### src/design/lwac_pkg.sv
package lwac_pkg;

  localparam int ERR_W   = 18;
  localparam int MAG_W   = 17;
  localparam int RATE_W  = 12;
  localparam int DRIVE_W = 13;
  localparam int CNT_W   = 16;

  typedef enum logic [2:0] {
    ST_IDLE      = 3'd0,
    ST_ALIGNING  = 3'd1,
    ST_VERIFYING = 3'd2,
    ST_SUCCEEDED = 3'd3,
    ST_TIMED_OUT = 3'd4
  } status_t;

  localparam logic CMD_START = 1'b0;
  localparam logic CMD_TICK  = 1'b1;

  localparam logic [1:0] DIR_RIGHT = 2'd0;
  localparam logic [1:0] DIR_LEFT  = 2'd1;
  localparam logic [1:0] DIR_FRONT = 2'd2;
  localparam logic [1:0] DIR_BACK  = 2'd3;

  localparam logic [2:0] REG_TOLERANCE = 3'd0;
  localparam logic [2:0] REG_GAIN      = 3'd1;
  localparam logic [2:0] REG_MIN_RATE  = 3'd2;
  localparam logic [2:0] REG_MAX_RATE  = 3'd3;
  localparam logic [2:0] REG_DEAD_RATE = 3'd4;
  localparam logic [2:0] REG_VERIFY    = 3'd5;
  localparam logic [2:0] REG_TIMEOUT   = 3'd6;

  typedef struct packed {
    logic [15:0]       tolerance_mm;
    logic [15:0]       gain_q8;
    logic [RATE_W-1:0] min_rate;
    logic [RATE_W-1:0] max_rate;
    logic [RATE_W-1:0] dead_rate;
    logic [CNT_W-1:0]  verify_ticks;
    logic [CNT_W-1:0]  timeout_ticks;
  } cfg_t;

  localparam cfg_t CFG_RESET = '{
    tolerance_mm:  16'd25,
    gain_q8:       16'd512,
    min_rate:      12'd100,
    max_rate:      12'd800,
    dead_rate:     12'd10,
    verify_ticks:  16'd20,
    timeout_ticks: 16'd300
  };

  typedef struct packed {
    logic                      aligned;
    logic signed [DRIVE_W-1:0] drive;
  } drive_t;

endpackage

### src/design/lwac_drive.sv
module lwac_drive (
  input  logic signed [lwac_pkg::ERR_W-1:0] err,
  input  lwac_pkg::cfg_t                    cfg,
  output lwac_pkg::drive_t                  res
);

  localparam int PROD_W = lwac_pkg::MAG_W + 16;
  localparam int SCL_W  = PROD_W - 8;

  logic [lwac_pkg::MAG_W-1:0]  mag;
  logic [PROD_W-1:0]           prod;
  logic [SCL_W-1:0]            scaled;
  logic [SCL_W-1:0]            raised;
  logic [lwac_pkg::RATE_W-1:0] rate;
  logic                        positive;

  always_comb begin
    mag      = err[lwac_pkg::ERR_W-1] ? lwac_pkg::MAG_W'(-err)
                                      : err[lwac_pkg::MAG_W-1:0];
    positive = !err[lwac_pkg::ERR_W-1] && (err != '0);
    prod     = PROD_W'(mag) * PROD_W'(cfg.gain_q8);
    scaled   = prod[PROD_W-1:8];
    // raise to minimum outside the deadzone, then clamp; clamp wins
    if (scaled > SCL_W'(cfg.dead_rate) && scaled < SCL_W'(cfg.min_rate)) begin
      raised = SCL_W'(cfg.min_rate);
    end else begin
      raised = scaled;
    end
    if (raised > SCL_W'(cfg.max_rate)) begin
      rate = cfg.max_rate;
    end else begin
      rate = raised[lwac_pkg::RATE_W-1:0];
    end
    res.aligned = mag < lwac_pkg::MAG_W'(cfg.tolerance_mm);
    res.drive   = positive ? -$signed({1'b0, rate}) : $signed({1'b0, rate});
  end

endmodule

### src/design/lidar_wall_align_controller.sv
// Wall alignment regulator. Each input transaction gives exactly one result
// transaction. A start (command 0) latches side or end mode from direction and clears
// the timers; each tick (command 1) while running takes three ranges, forms the alignment
// error, a proportional drive (Q8.8 gain, minimum speed outside the deadzone, maximum
// clamp) and the status, and runs the settle and timeout checks. The item is held in an
// input register, all work including the 17x16 gain multiply is done in one pass, and
// the result lands in an output register, so throughput is one transaction per clock
// while result_stall is low. Registers are on the APB port at byte address 4*index and
// should only be written while idle.
module lidar_wall_align_controller (
  input  logic                               clk,
  input  logic                               rst,
  input  logic                               item_valid,
  output logic                               item_stall,
  input  logic                               command,
  input  logic [1:0]                         direction,
  input  logic [15:0]                        range_ahead,
  input  logic [15:0]                        range_behind,
  input  logic [15:0]                        range_center,
  output logic                               result_valid,
  input  logic                               result_stall,
  output logic signed [lwac_pkg::DRIVE_W-1:0] drive_rate,
  output logic signed [lwac_pkg::ERR_W-1:0]  align_error,
  output logic [15:0]                        elapsed,
  output logic [2:0]                         status,
  input  logic                               psel,
  input  logic                               penable,
  input  logic                               pwrite,
  input  logic [4:0]                         paddr,
  input  logic [31:0]                        pwdata,
  output logic [31:0]                        prdata,
  output logic                               pready
);

  lwac_pkg::cfg_t cfg;

  logic        hold_valid;
  logic        hold_command;
  logic [1:0]  hold_direction;
  logic [15:0] hold_plus;
  logic [15:0] hold_minus;
  logic [15:0] hold_center;
  logic        advance;

  logic                         running, running_next;
  logic                         verifying, verifying_next;
  logic [1:0]                   mode, mode_next;
  logic [lwac_pkg::CNT_W-1:0]   tick_count, tick_count_next;
  logic [lwac_pkg::CNT_W-1:0]   settle_start, settle_start_next;

  logic signed [lwac_pkg::ERR_W-1:0]   err;
  lwac_pkg::drive_t                    drv;
  logic signed [lwac_pkg::DRIVE_W-1:0] drive_next;
  logic signed [lwac_pkg::ERR_W-1:0]   error_next;
  logic [lwac_pkg::CNT_W-1:0]          elapsed_next;
  lwac_pkg::status_t                   status_next;

  // configuration port
  assign pready = 1'b1;

  always_ff @(posedge clk) begin
    if (rst) begin
      cfg <= lwac_pkg::CFG_RESET;
    end else if (psel && penable && pwrite && pready) begin
      case (paddr[4:2])
        lwac_pkg::REG_TOLERANCE: cfg.tolerance_mm  <= pwdata[15:0];
        lwac_pkg::REG_GAIN:      cfg.gain_q8       <= pwdata[15:0];
        lwac_pkg::REG_MIN_RATE:  cfg.min_rate      <= pwdata[11:0];
        lwac_pkg::REG_MAX_RATE:  cfg.max_rate      <= pwdata[11:0];
        lwac_pkg::REG_DEAD_RATE: cfg.dead_rate     <= pwdata[11:0];
        lwac_pkg::REG_VERIFY:    cfg.verify_ticks  <= pwdata[15:0];
        lwac_pkg::REG_TIMEOUT:   cfg.timeout_ticks <= pwdata[15:0];
        default: ;
      endcase
    end
  end

  always_comb begin
    case (paddr[4:2])
      lwac_pkg::REG_TOLERANCE: prdata = {16'd0, cfg.tolerance_mm};
      lwac_pkg::REG_GAIN:      prdata = {16'd0, cfg.gain_q8};
      lwac_pkg::REG_MIN_RATE:  prdata = {20'd0, cfg.min_rate};
      lwac_pkg::REG_MAX_RATE:  prdata = {20'd0, cfg.max_rate};
      lwac_pkg::REG_DEAD_RATE: prdata = {20'd0, cfg.dead_rate};
      lwac_pkg::REG_VERIFY:    prdata = {16'd0, cfg.verify_ticks};
      lwac_pkg::REG_TIMEOUT:   prdata = {16'd0, cfg.timeout_ticks};
      default:                 prdata = 32'd0;
    endcase
  end

  // handshake
  assign advance    = hold_valid && (!result_valid || !result_stall);
  assign item_stall = hold_valid && !advance;

  always_ff @(posedge clk) begin
    if (rst) begin
      hold_valid <= 1'b0;
    end else if (!item_stall) begin
      hold_valid <= item_valid;
    end
  end

  always_ff @(posedge clk) begin
    if (item_valid && !item_stall) begin
      hold_command   <= command;
      hold_direction <= direction;
      hold_plus      <= range_ahead;
      hold_minus     <= range_behind;
      hold_center    <= range_center;
    end
  end

  // error and drive
  always_comb begin
    if (mode inside {lwac_pkg::DIR_RIGHT, lwac_pkg::DIR_LEFT}) begin
      err = $signed({2'b00, hold_plus}) - $signed({2'b00, hold_minus});
    end else begin
      err = $signed({2'b00, hold_plus}) + $signed({2'b00, hold_minus})
          - $signed({1'b0, hold_center, 1'b0});
    end
  end

  lwac_drive u_drive (
    .err (err),
    .cfg (cfg),
    .res (drv)
  );

  always_comb begin
    running_next      = running;
    verifying_next    = verifying;
    mode_next         = mode;
    tick_count_next   = tick_count;
    settle_start_next = settle_start;
    drive_next        = '0;
    error_next        = '0;
    elapsed_next      = tick_count;
    status_next       = lwac_pkg::ST_IDLE;
    if (hold_command == lwac_pkg::CMD_START) begin
      mode_next         = hold_direction;
      running_next      = 1'b1;
      verifying_next    = 1'b0;
      tick_count_next   = '0;
      settle_start_next = '0;
      elapsed_next      = '0;
      status_next       = lwac_pkg::ST_ALIGNING;
    end else if (running) begin
      if (tick_count > cfg.timeout_ticks) begin
        running_next   = 1'b0;
        verifying_next = 1'b0;
        status_next    = lwac_pkg::ST_TIMED_OUT;
      end else begin
        if (tick_count != '1) begin
          tick_count_next = tick_count + 1'b1;
        end
        error_next = err;
        if (drv.aligned) begin
          status_next = lwac_pkg::ST_VERIFYING;
          if (!verifying) begin
            verifying_next    = 1'b1;
            settle_start_next = tick_count;
          end else if ((tick_count - settle_start) >= cfg.verify_ticks) begin
            running_next   = 1'b0;
            verifying_next = 1'b0;
            status_next    = lwac_pkg::ST_SUCCEEDED;
          end
        end else begin
          verifying_next = 1'b0;
          status_next    = lwac_pkg::ST_ALIGNING;
          drive_next     = drv.drive;
        end
      end
    end
  end

  always_ff @(posedge clk) begin
    if (rst) begin
      running      <= 1'b0;
      verifying    <= 1'b0;
      mode         <= lwac_pkg::DIR_RIGHT;
      tick_count   <= '0;
      settle_start <= '0;
      result_valid <= 1'b0;
    end else begin
      if (advance) begin
        running      <= running_next;
        verifying    <= verifying_next;
        mode         <= mode_next;
        tick_count   <= tick_count_next;
        settle_start <= settle_start_next;
        result_valid <= 1'b1;
      end else if (!result_stall) begin
        result_valid <= 1'b0;
      end
    end
  end

  always_ff @(posedge clk) begin
    if (advance) begin
      drive_rate  <= drive_next;
      align_error <= error_next;
      elapsed     <= elapsed_next;
      status      <= status_next;
    end
  end

endmodule

### config.mk
export PLATFORM = sky130hd
export DESIGN_NAME = lidar_wall_align_controller
export DESIGN_NICKNAME = d
export VERILOG_FILES = /design/src/design/lwac_pkg.sv /design/src/design/lwac_drive.sv /design/src/design/lidar_wall_align_controller.sv
export SDC_FILE = /design/constraint.sdc
export NUM_CORES = 1
export LEC_CHECK = 0
export BUFFER_PORTS_ARGS = -buffer_cell sky130_fd_sc_hd__buf_2
export CAP_MARGIN = 20
export CORE_MARGIN = 2
export CORE_UTILIZATION = 40
export CTS_CLUSTER_SIZE = 40
export DETAILED_ROUTE_END_ITERATION = 10
export MAX_ROUTING_LAYER = met4
export PLACE_DENSITY = 0.54
export SLEW_MARGIN = 5
export SYNTH_ARGS = -nofsm -noshare
export SYNTH_HDL_FRONTEND = slang
export SYNTH_SLANG_ARGS = --single-unit
### constraint.sdc
create_clock -name clk -period 42.1 [get_ports clk]
set_input_delay 8.42 -clock clk [delete_from_list [all_inputs] [get_ports clk]]
set_output_delay 8.42 -clock clk [all_outputs]
set_load 0.01 [all_outputs]
# Word level (Yosys, flattened, before mapping)
# Cells that the tools add are included.
[totals]
register_bits = 239
input_bits = 95
output_inout_bits = 85
word_cells = 123
[op_classes]
add_sub_neg = 7
n_mul = 1
n_lt_le_gt_ge = 6
n_eq_ne = 14
mux = 32
n_bitwise = 4
n_reduce_logical = 33
[ops]
columns = ["operator", "n"]
rows = [
  ["2-to-1 mux 16 bit", 9],
  ["case mux 16 bit (7 select lines)", 1],
  ["> comparator 25 x 12 -> 1 bit", 2],
  ["multiplier 17 x 16 -> 33 bit", 1],
  ["< comparator 25 x 12 -> 1 bit", 1],
  ["2-to-1 mux 25 bit", 1],
  ["2-to-1 mux 12 bit", 2],
  ["AND reduction 2 bit", 10],
  ["2-to-1 mux 18 bit", 1],
  ["nonzero test 18 bit", 1],
  ["subtractor 17 x 17 -> 18 bit", 1],
  ["adder 16 x 16 -> 17 bit", 1],
  ["< comparator 17 x 16 -> 1 bit", 1],
  ["2-to-1 mux 17 bit", 1],
  ["negation 17 bit", 1],
  ["subtractor 16 x 16 -> 17 bit", 1],
  ["adder 16 x 1 -> 16 bit, second input constant", 1],
  [">= comparator 16 bit", 1],
  ["> comparator 16 bit", 1],
  ["!= test 16 bit, second input constant", 1],
  ["subtractor 16 bit", 1],
  ["2-to-1 mux 1 bit", 15],
  ["negation 12 -> 13 bit", 1],
  ["== test 3 bit, second input constant", 3],
  ["other kinds (18)", 38],
]

# Logic depth before layout (Yosys ltp)
[depth]
word_depth = 13
mapped_depth = 67

# By module
# From an unflattened synthesis, not the netlist that was laid out.
[unflattened]
cells_unflattened = 2866
hier_area_um2 = 24937.7
[by_module_without_submodules]
columns = ["module", "instances", "cells_each", "area_each_um2", "seq_area_each_um2"]
rows = [
  ["lidar_wall_align_controller", 1, 1462, 13336.5, 5745.5],
  ["lwac_drive", 1, 1404, 11601.1, 0.0],
]

# Worst setup path after synthesis
# Ideal clock, no wire load.
[synth_path]
path_kind = "input -> output"
from = "input paddr[2]"
to = "output prdata[1]"
t_arrival_ps = 10247
required_ps = 33680
path_slack_ps = 23433
path_stages = 8
path_buffers = 3
path_cell_list = "buf_1 clkbuf_1 buf_1 o21ai_0 a22oi_1 nor2_1 a31oi_1 o21ai_0"
[synth_via]
elab_chain_cells = 2
word_cells_on_any_way = 8
classes_between = "6 x eq/ne; 1 x mux; 1 x reduce/logical"
[synth_lines]
columns = ["element", "line", "source"]
rows = [
  ["from (decl)", "lidar_wall_align_controller.sv:29", "input logic [4:0] paddr,"],
  ["== test 3 bit, or another cell as far along", "lidar_wall_align_controller.sv:79", "case (paddr[4:2])"],
  ["case mux 16 bit (7 select lines) *", "lidar_wall_align_controller.sv:79", ""],
  ["to (decl)", "lidar_wall_align_controller.sv:31", "output logic [31:0] prdata,"],
]
# Mark *: on every way between the ends. The rest lies on a longest branch, timed or not.

# Worst setup path in the final report
[layout_path]
from = "input paddr[3]"
to = "output prdata[5]"
# Same word-level chain as after synthesis.

==> summary.md <==
| Metric | Value |
|---|---|
| Met1 WL | approximately 36 mm |
| Top_reg_cell synth | dfxtp_1 |
| Min-Delay Path Class | register to register |
| WP data arrival | 10.61 ns |
| Clock transition at the registers of the reported paths | 0.06 ns |
| WL/cell | 19.72 um |
| Logic pwr share | a little under half |
| P&R area growth vs syn | 9.861% |
| Worst slew pin tran | ~1.2 ns |
| Fmax | approximately 53 MHz |
| Yosys synthesis warning count | 0 |
| Number of synthesized register bits | approximately 240 |
| VDD IR max | roughly 33 uV |
| Global-route wire length before repair | approximately 120 mm |
| Largest net degree at the start of global routing | about 100 |
| Pwr dens | about 34 nW/um2 |
| Yosys top cell area share | between 10% and 20% |
| DR vias/cell | about 5.3 |
| Psw | ~400 uW |
| Sequential fraction of the synthesis area | a little under a quarter |
| Hold_ws | ~0.48 ns |
| Number of enable flip-flop cells after synthesis | 100 |
| Max Root-Sink Buffers | 3 |
| Final WL | ~76 mm |
| CP cell instances | buf_2 > nor2b_1 > a22oi_1 > nand2_1 > o21ai_0 > o21ai_0 > buf_2 |
| Crit Path Category | primary input to primary output |
| CTS Hold Bufs | 0 |
| Area after DPL | 26520 um2 |
| Detailed placer's ending HPWL | around 59 mm |
| Crit start category | primary input |
| Chip width | approximately 250 um |
| Initial antenna violation count | 1 |
| GRT Overall Usage | approximately 25% |
| Critical Path RT | between 30 and 40 ns |
| Die height | around 250 um |
| Final setup fails | 0 |
| CTS tree | yes |
| Layout cells sized above 1 | 9.921% |
| CTS Buf Count | 26 |
| MaxCap Viol Count | 0 |
| Leakage | around 0.012 uW |
| Design internal power | 535.7 uW |
| Cell area after synthesis | between 20000 and 25000 um2 |
| Worst Skew | 0.02365 ns |
| Post-cts sizing count | 0 |
| Iter 0 DRT Violations | 1424 |
| Max Slew Vio Count | 0 |
| CP endpoint kind | primary output |
| Crit path max fanout | 36 |
| Distinct cell type count after synthesis | a little over 80 |
| DR WL met2 | between 30 and 40 mm |
| Avg Cell Area, Syn | 8.537 um2 |
| Total die area | between 60000 and 70000 um2 |
| TritonRoute pass-1 iters | 5 |
| Row count | slightly above 90 |
| Switch share | a little over two fifths |
| Top routing layer used | met4 |
| Run status | completed |
| Grt ovf | 0 |
| Worst path top cell family by delay | simple AND/OR/NAND/NOR gates |
| Period utilization | a little under half |
| Max-slew headroom | ~20% |
| Post-CTS setup buffer count | 0 |
| Ys async rst share | 0% |
| Final Hold Viols | 0 |
| Layout Nets | between 3k and 4k |
| Design Area, Final | roughly 27000 um2 |
| Setup TNS | 0 ns |
| H-tree levels | 1 |
| DRC violations left | 0 |
| Initial core utilization | 40.50% |
| RSZ-0062 raised after global routing | false |
| Vias | 20.37k |
| Routed length on met3 | 3.507 mm |
| Clk pwr share | ~25% |
| Vias in the first global route | 20.63k |
| Core Area | approximately 62000 um2 |
| Finished Layout Cells | 3871 |
| Post-synth top area cell | fa_1 |
| Clock tree root buffer cell | clkbuf_16 |
| Mapped Cells | approximately 2.9k |
| I/O pins | between 150 and 200 |
| Crit-path max cell delay | 0.88 ns |
| RD Place Congestion | approximately 0.95 |
| Slowest CP cell | nor2b_1 |
| WP buf/inv | 2 |
| Post-Place Cells | about 3.8k |
| Top cells by area, synth | fa_1 (18%), edfxtp_1 (12%), ha_1 (12%) |
| Detail Route Antenna Nets | 0 |
| PortBufs | roughly 140 |
| Crit path time final | around 19 ns |
| Sequential Power Share | between 20% and 30% |
| Ant diodes | 0 |
| Clk sinks | between 200 and 250 |
| Skew-Pair Late Insertion Delay | roughly 0.57 ns |
==> power groups by stage <==
stage	sequential [uW]	clock [uW]	combinational, uW
global placement	256	0	432
CTS	251	241	441
finish	251	236	445
floorplan	255	0	288
global route	251	249	492
detailed placement	256	0	437
==> flip-flops by register name, summed over array words and instances, names as in the netlist <==
register and count:
hold_minus 16, hold_center 16, hold_plus 16, elapsed 16
drive_rate 13, settle_start 16, hold_valid 1, status 3
align_error 18, hold_direction 1, mode 1, hold_command 1
tick_count 16, cfg 100, running 1, verifying 1
result_valid 1
==> cells in the final DEF, fill, tap and decap left out, types with 24 or more instances in the layout <==
cell type and count:
clkbuf_16 26, o21a_1 24, nand4_1 39, xor2_1 36
fa_1 224, edfxtp_1 100, buf_2 142, a21o_1 36
dfxtp_1 137, buf_4 49, mux2i_1 50, inv_1 445
and2_1 133, nor2_1 161, nor2b_1 35, nor3_1 46
a21oi_1 191, nand2_1 412, o21ai_0 92, mux2_2 26
xnor2_1 56, ha_1 235, nand3_1 29
==> cell usage after synthesis (21+ instances only) <==
library cell	number
mux2_2	26
inv_1	446
and3_1	22
nand4_1	39
and2_1	133
o21a_1	24
xor2_1	36
o211ai_1	22
nand3_1	29
mux2i_1	50
o21ai_0	93
edfxtp_1	100
dfxtp_1	137
a21oi_1	191
fa_1	224
nand2_1	412
a21o_1	36
ha_1	235
a22o_1	21
nor2_1	162
nor2b_1	36
xnor2_1	56
clkbuf_1	111
nor3_1	46
==> layout make-up <==
cell class	instances	area [um2]
inverter	447	1678
sequential	237	5746
timing repair buffer	193	1114
clock inverter	12	133.9
tap	837	1047
multi-input combinational	2109	16990
fill	6187	34250
clock buffer	36	748.2
==> final timing paths <==
kind	slack, ns	depth (start not counted)	from	to
worst min-delay path	0.48	1	settle_start[9]	settle_start[9]
worst max register to register	26.09	60	hold_plus[2]	drive_rate[6]
worst max-delay path	23.07	7	paddr[3]	prdata[5]
worst min register to register	0.48	1	settle_start[9]	settle_start[9]
==> worst register-to-register path, delay by kind of cell, from the launching register on <==
family	cells	cell delay, ns
flops	1	0.37
compound gates	23	5.24
buf+inv	10	1.66
mux	1	0.38
simple gates	11	2.03
xor+xnor	3	0.62
fa+ha+maj	12	5.42
==> per-layer routing <==
metal,track usage [%],up-vias
li1,-,9782
met1,34.10,9997
met2,39.22,493
met3,2.212,93
met4,5.782,0
met5,-,-
==> metrics by stage <==
stage / setup slack [ns] / power (uW) / util, %
2_1_floorplan: 23.43 / 543.1 / -
3_3_place_gp: 23.03 / 688.1 / 42.97
3_5_place_dp: 23.04 / 692.6 / 42.97
4_1_cts: 23.03 / 932.6 / 44.40
5_1_grt: 22.91 / 991.7 / 44.50
6_report: 23.07 / 930.9 / 44.50
==> kinds of logic (layout without fill, tap and decap cells) <==
kind of cell	after synthesis	in the layout	synth area share (%)
AND/OR/NAND/NOR	942	942	17.75
buffers and inverters	597	688	9.361
AO/OA/AOI/OAI	514	514	13.01
adder cells (fa/ha/maj)	459	459	29.70
flip-flops	237	237	22.99
XOR/XNOR	92	92	3.224
multiplexers	85	85	3.940
other	2	17	0.03005
Power figures use the tool's default switching activity.
